===== src/design/tdq_pkg.sv =====
// ============================================================================
// tdq_pkg: shared types and constants for the task dispatch queue
// Field widths, result and operation codes, and the control structs that
// the top level hands to the queue and sort cells.
// ============================================================================
package tdq_pkg;

    localparam int TASK_W        = 16;
    localparam int CNT_W         = 7;
    localparam int KIND_W        = 2;
    localparam int DEPTH_DEFAULT = 16;

    localparam logic [CNT_W-1:0] BATCH_LIMIT_RESET = 7'd10;

    // operation codes
    localparam logic OP_PUSH     = 1'b0;
    localparam logic OP_DISPATCH = 1'b1;

    // result kinds
    localparam logic [KIND_W-1:0] KIND_PUSH  = 2'd0;
    localparam logic [KIND_W-1:0] KIND_TASK  = 2'd1;
    localparam logic [KIND_W-1:0] KIND_EMPTY = 2'd2;

    typedef struct packed {
        logic shift;
        logic push;
    } queue_ctl_t;

    typedef struct packed {
        logic ins;
        logic pop;
    } sort_ctl_t;

endpackage


===== src/design/tdq_req_if.sv =====
// ============================================================================
// tdq_req_if: request channel of the task dispatch queue
// Valid/ready handshake carrying one push or dispatch request.
// ============================================================================
interface tdq_req_if;

    logic                        valid;
    logic                        ready;
    logic                        operation;
    logic [tdq_pkg::TASK_W-1:0]  task_value;
    logic [tdq_pkg::CNT_W-1:0]   ready_workers;

    modport source (output valid, output operation, output task_value,
                    output ready_workers, input ready);
    modport sink   (input valid, input operation, input task_value,
                    input ready_workers, output ready);

endinterface


===== src/design/tdq_rsp_if.sv =====
// ============================================================================
// tdq_rsp_if: response channel of the task dispatch queue
// Valid/ready handshake carrying one acknowledge or dispatched task.
// ============================================================================
interface tdq_rsp_if;

    logic                        valid;
    logic                        ready;
    logic [tdq_pkg::KIND_W-1:0]  kind;
    logic [tdq_pkg::TASK_W-1:0]  out_task;
    logic                        last;
    logic [tdq_pkg::CNT_W-1:0]   offered_slots;
    logic [tdq_pkg::CNT_W-1:0]   drop_count;
    logic                        overflow;

    modport source (output valid, output kind, output out_task, output last,
                    output offered_slots, output drop_count, output overflow,
                    input ready);
    modport sink   (input valid, input kind, input out_task, input last,
                    input offered_slots, input drop_count, input overflow,
                    output ready);

endinterface


===== src/design/tdq_queue_cell.sv =====
// ============================================================================
// tdq_queue_cell: one slot of the arrival-order task chain
// Take the right neighbor's task on shift, or the pushed task on push.
// ============================================================================
module tdq_queue_cell (
    input  logic                        clk,
    input  tdq_pkg::queue_ctl_t         ctl,
    input  logic [tdq_pkg::TASK_W-1:0]  task_in,
    input  logic [tdq_pkg::TASK_W-1:0]  right_val,
    output logic [tdq_pkg::TASK_W-1:0]  val
);

    logic [tdq_pkg::TASK_W-1:0] val_reg;

    always_ff @(posedge clk)
    begin
        if (ctl.shift)
        begin
            val_reg <= right_val;
        end
        else if (ctl.push)
        begin
            val_reg <= task_in;
        end
    end

    assign val = val_reg;

endmodule


===== src/design/tdq_sort_cell.sv =====
// ============================================================================
// tdq_sort_cell: one slot of the descending insertion sort chain
// On insert, keep, take the new task, or take the left neighbor's task;
// on pop, take the right neighbor's task.
// ============================================================================
module tdq_sort_cell (
    input  logic                        clk,
    input  tdq_pkg::sort_ctl_t          ctl,
    input  logic                        occupied,
    input  logic [tdq_pkg::TASK_W-1:0]  new_val,
    input  logic [tdq_pkg::TASK_W-1:0]  left_val,
    input  logic                        left_ge,
    input  logic [tdq_pkg::TASK_W-1:0]  right_val,
    output logic [tdq_pkg::TASK_W-1:0]  val,
    output logic                        ge
);

    logic [tdq_pkg::TASK_W-1:0] val_reg;

    // ge: this cell holds a task that stays ahead of the new one
    assign ge = occupied && (val_reg >= new_val);

    always_ff @(posedge clk)
    begin
        if (ctl.ins)
        begin
            if (!ge)
            begin
                val_reg <= left_ge ? new_val : left_val;
            end
        end
        else if (ctl.pop)
        begin
            val_reg <= right_val;
        end
    end

    assign val = val_reg;

endmodule


===== src/design/task_dispatch_queue.sv =====
// ============================================================================
// task_dispatch_queue: task buffer with sorted batch dispatch
// Usage:
//   req carries push or dispatch transactions (valid/ready); rsp returns
//   results (valid/ready). batch_limit is written through cfg_wr_en and
//   cfg_wr_data, by the user only while the block is idle; no check enforces it.
//   A push appends the task to the arrival-order chain, or drops it if the
//   chain is full, and answers with one acknowledge (offered slots, drop
//   count, overflow when full). A dispatch takes min(fill, ready_workers)
//   oldest tasks and returns them in descending order, last set on the final
//   one; with nothing to take it returns one empty marker.
// Request flow:
//   A request is latched in a one-deep holding register; req.ready drops only
//   while that register is full, so a request is taken while a result waits.
//   A push is then handled by the controller in S_IDLE, which writes its
//   acknowledge into the output register once that register is free. A
//   dispatch of n tasks moves them one per cycle from the head of the queue
//   chain into the sort chain, then pops them one per cycle from the sort
//   chain, pausing while the output register is held by rsp.ready low.
// Reset:
//   rst_n clears fill count, controller state and holding flags and sets
//   batch_limit to 10. Task storage is not cleared.
// Stall:
//   When rsp.ready is low the result holds in the output register and the
//   controller waits before its next result; no result is lost or repeated.
// ============================================================================
module task_dispatch_queue #(
    parameter int DEPTH = tdq_pkg::DEPTH_DEFAULT
) (
    input  logic                        clk,
    input  logic                        rst_n,
    input  logic                        cfg_wr_en,
    input  logic [tdq_pkg::CNT_W-1:0]   cfg_wr_data,
    tdq_req_if.sink                     req,
    tdq_rsp_if.source                   rsp
);

    localparam int CW = $clog2(DEPTH + 1);

    typedef enum logic [1:0] {
        S_IDLE,
        S_LOAD,
        S_EMIT
    } state_t;

    state_t                         state_reg, state_next;

    // request holding register
    logic                           pend_vld_reg, pend_vld_next;
    logic                           pend_op_reg, pend_op_next;
    logic [tdq_pkg::TASK_W-1:0]     pend_task_reg, pend_task_next;
    logic [tdq_pkg::CNT_W-1:0]      pend_ready_reg, pend_ready_next;

    // occupancy and batch counters
    logic [CW-1:0]                  fill_reg, fill_next;
    logic [CW-1:0]                  load_cnt_reg, load_cnt_next;
    logic [CW-1:0]                  sort_cnt_reg, sort_cnt_next;
    logic [tdq_pkg::CNT_W-1:0]      bl_reg, bl_next;

    // output register
    logic                           out_vld_reg, out_vld_next;
    logic [tdq_pkg::KIND_W-1:0]     out_kind_reg, out_kind_next;
    logic [tdq_pkg::TASK_W-1:0]     out_task_reg, out_task_next;
    logic                           out_last_reg, out_last_next;
    logic [tdq_pkg::CNT_W-1:0]      out_offered_reg, out_offered_next;
    logic [tdq_pkg::CNT_W-1:0]      out_drop_reg, out_drop_next;
    logic                           out_ovf_reg, out_ovf_next;

    // cell chains
    logic [tdq_pkg::TASK_W-1:0]     q_val    [DEPTH];
    logic [tdq_pkg::TASK_W-1:0]     sort_val [DEPTH];
    logic                           sort_ge  [DEPTH];
    logic                           q_shift;
    logic                           q_push;
    tdq_pkg::sort_ctl_t             s_ctl;

    // push arithmetic
    logic                           in_acc;
    logic                           out_free;
    logic                           full;
    logic [CW-1:0]                  fill_after;
    logic [tdq_pkg::CNT_W-1:0]      free_slots;
    logic                           short_fall;
    logic [CW-1:0]                  n_take;

    assign in_acc   = req.valid && !pend_vld_reg;
    assign out_free = !out_vld_reg || rsp.ready;

    assign full       = (fill_reg == CW'(DEPTH));
    assign fill_after = full ? fill_reg : fill_reg + CW'(1);
    assign free_slots = tdq_pkg::CNT_W'(DEPTH) - tdq_pkg::CNT_W'(fill_after);
    assign short_fall = (free_slots < bl_reg);

    // batch size: the held tasks, capped by the ready workers
    assign n_take = (tdq_pkg::CNT_W'(fill_reg) < pend_ready_reg)
                    ? fill_reg : CW'(pend_ready_reg);

    // ------------------------------------------------------------------
    // Queue chain: cell 0 holds the oldest task. Shift toward cell 0
    // while loading the sorter; write a push into the first free cell.
    // ------------------------------------------------------------------
    genvar gi;
    generate
        for (gi = 0; gi < DEPTH; gi++)
        begin : g_queue
            tdq_pkg::queue_ctl_t         qc;
            logic [tdq_pkg::TASK_W-1:0]  right;

            assign qc.shift = q_shift;
            assign qc.push  = q_push && (fill_reg == CW'(gi));

            if (gi == DEPTH - 1)
            begin : g_end
                assign right = '0;
            end
            else
            begin : g_mid
                assign right = q_val[gi + 1];
            end

            tdq_queue_cell u_cell (
                .clk       (clk),
                .ctl       (qc),
                .task_in   (pend_task_reg),
                .right_val (right),
                .val       (q_val[gi])
            );
        end
    endgenerate

    // ------------------------------------------------------------------
    // Sort chain: cell 0 holds the largest task. Insert one task a cycle
    // from the queue head; pop one a cycle toward the output while it is free.
    // ------------------------------------------------------------------
    generate
        for (gi = 0; gi < DEPTH; gi++)
        begin : g_sort
            logic [tdq_pkg::TASK_W-1:0]  left;
            logic                        lge;
            logic [tdq_pkg::TASK_W-1:0]  right;

            if (gi == 0)
            begin : g_first
                // nothing sits ahead of the head cell: it takes the new task unless it keeps its own
                assign left = '0;
                assign lge  = 1'b1;
            end
            else
            begin : g_next
                assign left = sort_val[gi - 1];
                assign lge  = sort_ge[gi - 1];
            end

            if (gi == DEPTH - 1)
            begin : g_end
                assign right = '0;
            end
            else
            begin : g_mid
                assign right = sort_val[gi + 1];
            end

            tdq_sort_cell u_cell (
                .clk       (clk),
                .ctl       (s_ctl),
                .occupied  (CW'(gi) < sort_cnt_reg),
                .new_val   (q_val[0]),
                .left_val  (left),
                .left_ge   (lge),
                .right_val (right),
                .val       (sort_val[gi]),
                .ge        (sort_ge[gi])
            );
        end
    endgenerate

    // ------------------------------------------------------------------
    // Controller
    // ------------------------------------------------------------------
    always_comb
    begin
        state_next       = state_reg;
        pend_vld_next    = pend_vld_reg;
        pend_op_next     = pend_op_reg;
        pend_task_next   = pend_task_reg;
        pend_ready_next  = pend_ready_reg;
        fill_next        = fill_reg;
        load_cnt_next    = load_cnt_reg;
        sort_cnt_next    = sort_cnt_reg;
        bl_next          = cfg_wr_en ? cfg_wr_data : bl_reg;
        out_vld_next     = out_vld_reg && !rsp.ready;
        out_kind_next    = out_kind_reg;
        out_task_next    = out_task_reg;
        out_last_next    = out_last_reg;
        out_offered_next = out_offered_reg;
        out_drop_next    = out_drop_reg;
        out_ovf_next     = out_ovf_reg;
        q_shift          = 1'b0;
        q_push           = 1'b0;
        s_ctl.ins        = 1'b0;
        s_ctl.pop        = 1'b0;

        // latch a new transaction into the holding register
        if (in_acc)
        begin
            pend_vld_next   = 1'b1;
            pend_op_next    = req.operation;
            pend_task_next  = req.task_value;
            pend_ready_next = req.ready_workers;
        end

        case (state_reg)
            S_IDLE:
            begin
                if (pend_vld_reg && out_free)
                begin
                    pend_vld_next = 1'b0;
                    if (pend_op_reg == tdq_pkg::OP_PUSH)
                    begin
                        // drop the task when full, report counts anyway
                        q_push           = !full;
                        fill_next        = fill_after;
                        out_vld_next     = 1'b1;
                        out_kind_next    = tdq_pkg::KIND_PUSH;
                        out_task_next    = '0;
                        out_last_next    = 1'b1;
                        out_offered_next = short_fall ? free_slots : bl_reg;
                        out_drop_next    = short_fall ? bl_reg - free_slots : '0;
                        out_ovf_next     = full;
                    end
                    else if (n_take == '0)
                    begin
                        out_vld_next     = 1'b1;
                        out_kind_next    = tdq_pkg::KIND_EMPTY;
                        out_task_next    = '0;
                        out_last_next    = 1'b1;
                        out_offered_next = '0;
                        out_drop_next    = '0;
                        out_ovf_next     = 1'b0;
                    end
                    else
                    begin
                        load_cnt_next = n_take;
                        sort_cnt_next = '0;
                        state_next    = S_LOAD;
                    end
                end
            end

            S_LOAD:
            begin
                // advance the oldest task into the sorter
                q_shift       = 1'b1;
                s_ctl.ins     = 1'b1;
                fill_next     = fill_reg - CW'(1);
                load_cnt_next = load_cnt_reg - CW'(1);
                sort_cnt_next = sort_cnt_reg + CW'(1);
                if (load_cnt_reg == CW'(1))
                begin
                    state_next = S_EMIT;
                end
            end

            S_EMIT:
            begin
                if (out_free)
                begin
                    s_ctl.pop        = 1'b1;
                    out_vld_next     = 1'b1;
                    out_kind_next    = tdq_pkg::KIND_TASK;
                    out_task_next    = sort_val[0];
                    out_last_next    = (sort_cnt_reg == CW'(1));
                    out_offered_next = '0;
                    out_drop_next    = '0;
                    out_ovf_next     = 1'b0;
                    sort_cnt_next    = sort_cnt_reg - CW'(1);
                    if (sort_cnt_reg == CW'(1))
                    begin
                        state_next = S_IDLE;
                    end
                end
            end

            default:
            begin
                state_next = S_IDLE;
            end
        endcase
    end

    always_ff @(posedge clk or negedge rst_n)
    begin
        if (!rst_n)
        begin
            state_reg    <= S_IDLE;
            pend_vld_reg <= 1'b0;
            fill_reg     <= '0;
            load_cnt_reg <= '0;
            sort_cnt_reg <= '0;
            bl_reg       <= tdq_pkg::BATCH_LIMIT_RESET;
            out_vld_reg  <= 1'b0;
        end
        else
        begin
            state_reg    <= state_next;
            pend_vld_reg <= pend_vld_next;
            fill_reg     <= fill_next;
            load_cnt_reg <= load_cnt_next;
            sort_cnt_reg <= sort_cnt_next;
            bl_reg       <= bl_next;
            out_vld_reg  <= out_vld_next;
        end
    end

    // payload registers, no reset
    always_ff @(posedge clk)
    begin
        pend_op_reg     <= pend_op_next;
        pend_task_reg   <= pend_task_next;
        pend_ready_reg  <= pend_ready_next;
        out_kind_reg    <= out_kind_next;
        out_task_reg    <= out_task_next;
        out_last_reg    <= out_last_next;
        out_offered_reg <= out_offered_next;
        out_drop_reg    <= out_drop_next;
        out_ovf_reg     <= out_ovf_next;
    end

    assign req.ready         = !pend_vld_reg;
    assign rsp.valid         = out_vld_reg;
    assign rsp.kind          = out_kind_reg;
    assign rsp.out_task      = out_task_reg;
    assign rsp.last          = out_last_reg;
    assign rsp.offered_slots = out_offered_reg;
    assign rsp.drop_count    = out_drop_reg;
    assign rsp.overflow      = out_ovf_reg;

    // ------------------------------------------------------------------
    // Assertions
    // ------------------------------------------------------------------
    a_fill_bound: assert property (@(posedge clk) disable iff (!rst_n)
        fill_reg <= CW'(DEPTH))
        else $error("fill count exceeds depth");

    a_emit_nonempty: assert property (@(posedge clk) disable iff (!rst_n)
        (state_reg == S_EMIT) |-> (sort_cnt_reg != '0))
        else $error("emit with empty sort chain");

    a_sorted_head: assert property (@(posedge clk) disable iff (!rst_n)
        (state_reg == S_EMIT && sort_cnt_reg >= CW'(2)) |->
        (sort_val[0] >= sort_val[1]))
        else $error("sort chain head out of order");

    a_ovf_full: assert property (@(posedge clk) disable iff (!rst_n)
        (out_vld_reg && out_ovf_reg) |-> (fill_reg == CW'(DEPTH)))
        else $error("overflow reported while not full");

    a_load_done: assert property (@(posedge clk) disable iff (!rst_n)
        (state_reg == S_LOAD && load_cnt_reg == CW'(1)) |=>
        (state_reg == S_EMIT))
        else $error("load phase did not hand over to emit");

endmodule


===== src/flat_wrapper.sv =====
// flat-port wrapper written by rule: the top's interface ports become plain ports
module task_dispatch_queue_flat 
#(
    parameter int DEPTH = tdq_pkg::DEPTH_DEFAULT
)
  (clk, rst_n, cfg_wr_en, cfg_wr_data, req_valid, req_operation, req_task_value, req_ready_workers, req_ready, rsp_valid, rsp_kind, rsp_out_task, rsp_last, rsp_offered_slots, rsp_drop_count, rsp_overflow, rsp_ready);
  tdq_req_if req_i ();
  tdq_rsp_if rsp_i ();
  input  logic clk;
  input  logic rst_n;
  input  logic cfg_wr_en;
  input  logic [tdq_pkg::CNT_W-1:0] cfg_wr_data;
  input wire logic [$bits(req_i.valid)-1:0] req_valid;
  input wire logic [$bits(req_i.operation)-1:0] req_operation;
  input wire logic [$bits(req_i.task_value)-1:0] req_task_value;
  input wire logic [$bits(req_i.ready_workers)-1:0] req_ready_workers;
  output wire logic [$bits(req_i.ready)-1:0] req_ready;
  output wire logic [$bits(rsp_i.valid)-1:0] rsp_valid;
  output wire logic [$bits(rsp_i.kind)-1:0] rsp_kind;
  output wire logic [$bits(rsp_i.out_task)-1:0] rsp_out_task;
  output wire logic [$bits(rsp_i.last)-1:0] rsp_last;
  output wire logic [$bits(rsp_i.offered_slots)-1:0] rsp_offered_slots;
  output wire logic [$bits(rsp_i.drop_count)-1:0] rsp_drop_count;
  output wire logic [$bits(rsp_i.overflow)-1:0] rsp_overflow;
  input wire logic [$bits(rsp_i.ready)-1:0] rsp_ready;
  assign req_i.valid = req_valid;
  assign req_i.operation = req_operation;
  assign req_i.task_value = req_task_value;
  assign req_i.ready_workers = req_ready_workers;
  assign req_ready = req_i.ready;
  assign rsp_valid = rsp_i.valid;
  assign rsp_kind = rsp_i.kind;
  assign rsp_out_task = rsp_i.out_task;
  assign rsp_last = rsp_i.last;
  assign rsp_offered_slots = rsp_i.offered_slots;
  assign rsp_drop_count = rsp_i.drop_count;
  assign rsp_overflow = rsp_i.overflow;
  assign rsp_i.ready = rsp_ready;
  task_dispatch_queue #(.DEPTH(DEPTH)) u_core (.clk(clk), .rst_n(rst_n), .cfg_wr_en(cfg_wr_en), .cfg_wr_data(cfg_wr_data), .req(req_i), .rsp(rsp_i));
endmodule

===== config.mk =====
export PLATFORM = sky130hd
export DESIGN_NAME = task_dispatch_queue_flat
export DESIGN_NICKNAME = d
export VERILOG_FILES = /design/src/design/tdq_pkg.sv /design/src/design/tdq_req_if.sv /design/src/design/tdq_rsp_if.sv /design/src/design/tdq_queue_cell.sv /design/src/design/tdq_sort_cell.sv /design/src/design/task_dispatch_queue.sv /design/src/flat_wrapper.sv
export SDC_FILE = /design/constraint.sdc
export NUM_CORES = 1
export LEC_CHECK = 0
export ABC_AREA = 1
export ABC_CLOCK_PERIOD_IN_PS = 4500
export BUFFER_PORTS_ARGS = -buffer_cell sky130_fd_sc_hd__buf_2
export CAP_MARGIN = 20
export CELL_PAD_IN_SITES_DETAIL_PLACEMENT = 1
export CELL_PAD_IN_SITES_GLOBAL_PLACEMENT = 2
export CORE_MARGIN = 5
export CORE_UTILIZATION = 30
export DETAILED_ROUTE_END_ITERATION = 8
export GPL_ROUTABILITY_DRIVEN = 0
export HOLD_SLACK_MARGIN = 0.15
export PLACE_DENSITY = 0.6
export SLEW_MARGIN = 20
export SYNTH_ARGS = -nofsm -noshare
export SYNTH_HDL_FRONTEND = slang
export SYNTH_SLANG_ARGS = --single-unit

===== constraint.sdc =====
create_clock -name clk -period 4.5 [get_ports clk]
set_input_delay 0 -clock clk [delete_from_list [all_inputs] [get_ports clk]]
set_output_delay 0 -clock clk [all_outputs]
set_load 0.02 [all_outputs]

# After elaboration in Yosys (flattened, before gate mapping)
# Index checks and enable logic that the tools add are counted.
[word_totals]
register_bits = 596
input_bits = 36
word_cells = 374
[op_classes]
muxes = 158
n_eq_ne = 44
order_cmp = 34
n_reduce_logical = 83
add_sub_neg = 7
[op_table]
columns = ["cell", "count"]
rows = [
  ["$mux W16", 97],
  ["$ge A16 B16 Y1", 16],
  ["$mux W7", 8],
  ["$mux W5", 11],
  ["$eq A5 B4 Y1 const B", 8],
  ["$lt A4 B5 Y1 const A", 8],
  ["$ne A2 B2 Y1 const B", 18],
  ["$reduce_bool A2 Y1", 18],
  ["$logic_and A1 B1 Y1", 35],
  ["$pmux W16 S2", 1],
  ["$reduce_and A2 Y1", 16],
  ["$pmux W7 S2", 2],
  ["$mux W1", 21],
  ["$eq A5 B3 Y1 const B", 4],
  ["$lt A3 B5 Y1 const A", 4],
  ["$mux W2", 10],
  ["$pmux W5 S2", 2],
  ["$eq A5 B1 Y1 const B", 3],
  ["$pmux W5 S3", 1],
  ["$sub A5 B1 Y5 const B", 3],
  ["$add A5 B1 Y5 const B", 2],
  ["$eq A5 B2 Y1 const B", 2],
  ["$logic_not A5 Y1", 2],
  ["$lt A1 B5 Y1 const A", 2],
  ["other kinds (21)", 32],
]

# Longest topological paths before layout
[logic_depth]
word_depth = 8
ltp_mapped = 20
depth_no_buf = 20

# Hierarchy
# A second synthesis with hierarchy kept.
[unflattened]
hier_cells = 4201
area_unflattened_um2 = 36204.7
[modules_own_cells]
columns = ["mod", "area_per_inst_um2", "cells_per_inst", "instances"]
rows = [
  ["tdq_sort_cell", 1234.9, 160, 16],
  ["tdq_queue_cell", 730.7, 69, 16],
  ["task_dispatch_queue", 4754.6, 537, 1],
]

# Worst setup path after synthesis
# Ideal clock, no wire load.
[synth_path]
kind = "register to register"
startpoint = "register u_core.fill_reg[0]"
endpoint = "register u_core.out_offered_reg (netlist bit u_core.rsp.offered_slots[2]), data pin"
slack_ns = 1.287
path_buffers = 0
required_time_ns = 4.245
t_arrival_ns = 2.958
synth_period_minus_slack_ns = 3.213
stages_incl_launch_ff = 20
setup_ns = 0.255
path_cell_list = "dfrtp_1 > inv_2 > ha_1 > nand3_4 > xor2_1 > inv_1 > ha_1 > inv_1 > xor2_1 > ha_1 > nand2_1 > nand2_1 > a31oi_1 > nor2_1 > nor2_1 > nand2_4 > nand3_4 > nand2_8 > a21oi_1 > nor2_1"
[synth_via]
elab_chain_len = 8
word_cells_on_any_way = 9
classes_between = "2 x add/sub; 1 x order compare; 1 x eq/ne; 5 x mux"
[synth_lines]
columns = ["element", "line", "text"]
rows = [
  ["start: declaration", "task_dispatch_queue.sv:55", "logic [CW-1:0] fill_reg, fill_next;"],
  ["start signal: assignment", "task_dispatch_queue.sv:307", "fill_reg <= fill_next;"],
  ["$add A5 B1 Y5 or $eq A5 B5 Y1 (tied branches)", "task_dispatch_queue.sv:90, task_dispatch_queue.sv:89", ""],
  ["$mux W5 (*)", "task_dispatch_queue.sv:90", "assign fill_after = full ? fill_reg : fill_reg + CW'(1);"],
  ["$sub A5 B5 Y6 (*)", "task_dispatch_queue.sv:91", "assign free_slots = tdq_pkg::CNT_W'(DEPTH) - tdq_pkg::CNT_W'(fill_after);"],
  ["$lt A7 B7 Y1", "task_dispatch_queue.sv:92", "assign short_fall = (free_slots < bl_reg);"],
  ["$mux W7 (*)", "task_dispatch_queue.sv:227", "out_offered_next = short_fall ? free_slots : bl_reg;"],
  ["$mux W7 (*)", "task_dispatch_queue.sv:218", "if (pend_op_reg == tdq_pkg::OP_PUSH)"],
  ["$mux W7 (*)", "task_dispatch_queue.sv:215", "if (pend_vld_reg && out_free)"],
  ["$pmux W7 S2 (*)", "task_dispatch_queue.sv:212", "case (state_reg)"],
  ["end signal: assignment", "task_dispatch_queue.sv:324", "out_offered_reg <= out_offered_next;"],
  ["end: declaration", "task_dispatch_queue.sv:65", "logic [tdq_pkg::CNT_W-1:0] out_offered_reg, out_offered_next;"],
]
# Every way passes the cells marked *; elsewhere a longest branch is shown, timed or not. The select of a mux whose other input is x is not followed.
# A chain may end at the register's enable or synchronous reset.

# Worst setup path in the final report
[layout_path]
startpoint = "register u_core.fill_reg[0]"
endpoint = "register u_core.out_offered_reg (netlist bit u_core.rsp.offered_slots[0]), data pin"
# Same word-level chain as after synthesis.

==> impl_metrics.tcl <==
set metrics [dict create \
    outcome "completed" \
    cp.arrival_ps 4200 \
    globalRouteMet1Util_pct 24.6 \
    fp-row-count 120 \
    reg2reg_slack_ps 790 \
    setup_viol 0 \
    grt_pass1_vias 27000 \
    hold_class "in2reg" \
    ys_seq_elements 596 \
    fin_nets 4000 \
    netlist_area_mm2 0.0323 \
    hold_violations 0 \
    synth_edf_count 554 \
    coreArea_mm2 0.107 \
    cts_buffers 77 \
    port-buffer-count 71 \
    power_density_mw_per_mm2 887 \
    grt_setup_unrepaired "no" \
    layout_commonest_cell "nand2_1" \
    die_x_um 338 \
    clock_latency_ps 650 \
    synth-xor-area-share_pct 0.108 \
    report.final.slew_viol_count 0 \
    grt_max_degree 198 \
    synth.avg_cell_area_um2 9.23 \
    max_slew_margin_pct 27.2 \
    detail_route.wl_per_cell_um 21.4 \
    grt_pass1_wl_um 167000 \
    cts_num_sinks 596 \
    dr.pass1.iters 5 \
    worst_slew_pin_slew_ps 1090 \
    busiest_layer "met2" \
    first_iter_violations 1667 \
    routed_wl_um 110000 \
    fin_crit_ps 3710 \
    grt.total_usage_pct 18.9 \
    cts_root_buf "clkbuf_16" \
    fmax_mhz 270 \
    syn_nets 3817 \
    synth_top_family_by_area "simple AND/OR/NAND/NOR gates" \
    layout_common_cells "nand2_1 (1,492), edfxtp_1 (554), o21ai_0 (316)" \
    setup.worst_path.start_class "register" \
    drive_gt1_share_pct 8.69 \
    initial_utilization_pct 30.2 \
    antenna_cells 0 \
    crit_type "reg2reg" \
    worst-path-max-fanout 9 \
    die_h_um 338 \
    grt_use_met3_pct 2.16 \
    leakagePower_uw 0.0173 \
    drv_cap 0 \
    clk_pin_slew_ps 60 \
    cts_tree "built" \
    cts_buffer_depth 3 \
    overflow 0 \
    required_ps 4990 \
    ir_worst_vdd_mv 0.415 \
    setup_tns_ps 0 \
    h-tree-depth 3 \
    die-area_mm2 0.114 \
    ios 72 \
    ant_nets 0 \
    synthAdderAreaFrac_pct 11.0 \
    cp-end-kind "register" \
    postCtsSetupRepairBufs 0 \
    synth_compound_area_share_pct 9.54 \
    synth_cell_types 49 \
    via_per_inst 4.97 \
    synthFlopType "edfxtp_1" \
    synth-async-reset-ratio_pct 4.36 \
    fin_worst_skew_ps 28.8 \
    power_uw 33700 \
    yosys_warnings 0 \
    synthToLayoutAreaGrowth_pct 17.7 \
    yosys.area_share.simple_pct 20.8 \
    grt_antenna_before_repair 0 \
    use_met2_pct 32.8 \
    drc_errors 0 \
    synth_cells 3498 \
    synth_mux_area_share_pct 0.170 \
    detailroute.via_count 25600 \
    fin_crit_sh_pct 82.4 \
    dp_hpwl_um 78000 \
    yosysSeqAreaShare_pct 54.5 \
]
[cells in the mapped netlist, drive strengths merged, types with 3 or more instances]
cell type / count / area, um2
ha: 282 / 3530
inv: 183 / 687
o21ai: 344 / 1720
o211ai: 15 / 113
clkbuf: 117 / 439
buf: 21 / 116
nor3: 23 / 120
nand3: 79 / 483
mux2: 4 / 45.0
o31ai: 6 / 45.0
xor2: 4 / 35.0
nor2: 66 / 265
nand2: 1503 / 5710
dfxtp: 16 / 320
a21oi: 213 / 1080
edfxtp: 554 / 16600
nand4: 18 / 113
dfrtp: 24 / 601
o22ai: 3 / 18.8
[routing by layer]
layer,vias up,share of wire (%)
met3,164,3.1
met2,395,48
met5,-,0
met4,0,3.4
met1,12700,45
li1,12300,-
[per-stage QoR]
stage / worst slack, ps / area (um2) / instances / hold slack (ps) / utilization (%)
floorplan: 1290 / 32300 / 3498 / -296 / -
global placement: 837 / 34700 / 4925 / 130 / 32.4
CTS: 763 / 38000 / 5144 / 295 / 35.5
finish: 791 / 38000 / 5144 / 353 / 35.5
global route: 393 / 38000 / 5144 / 368 / 35.5
detailed placement: 780 / 34700 / 4926 / 136 / 32.4
[kinds of logic after synthesis]
logic type,count (synthesis)
compound gates,594
mux,5
buf+inv,322
simple gates,1694
flops,596
xor+xnor,4
fa+ha+maj,283
[cell type report]
cell class | count | area, um2
clock buffer | 97 | 2050
inverter | 184 | 699
timing repair buffer | 242 | 1940
clock inverter | 42 | 475
multi-input combinational | 2580 | 13500
fill | 12200 | 69000
tap | 1403 | 1760
sequential | 596 | 17600
[report_power, final]
| part | switching (uW) | internal [uW] | total [uW] |
|---|---|---|---|
| clock | 2540 | 3710 | 6250 |
| sequential | 2000 | 10200 | 12200 |
| combinational | 10500 | 4790 | 15300 |
[critical path: stages (launching register included)]
cell and delay (ps):
dfrtp_1 470, inv_2 170, ha_1 260, nand3_4 150, xor2_1 350, inv_1 90
ha_1 240, inv_1 100, xor2_1 210, ha_1 320, nand2_1 90, nand2_1 50
a31oi_1 190, nor2_1 100, nor2_1 180, nand2_4 80, nand3_4 80, nand2_8 90
nand2_4 120, nand2_1 80, a21oi_1 160
[worst paths after layout]
| check | cells after the start | to | from |
|---|---|---|---|
| worst max-delay path | 20 | u_core.rsp.offered_slots[0] | u_core.fill_reg[0] |
| worst min-delay path | 5 | u_core.rsp.valid | rsp_ready |
| worst max register to register | 20 | u_core.rsp.offered_slots[0] | u_core.fill_reg[0] |
| worst min register to register | 2 | u_core.g_queue[15].u_cell.val[10] | u_core.g_queue[15].u_cell.val[10] |
| max in group asynchronous | 4 | u_core.sort_cnt_reg[2] | rst_n |
| min in group asynchronous | 3 | u_core.bl_reg[3] | rst_n |
[timing repair]
action / in CTS / in global routing
hold buffers: 79 / 0
gates resized for setup: 0 / 0
hold endpoints to repair: 83 / 0
Note: power is estimated with default switching activity, not from simulation.
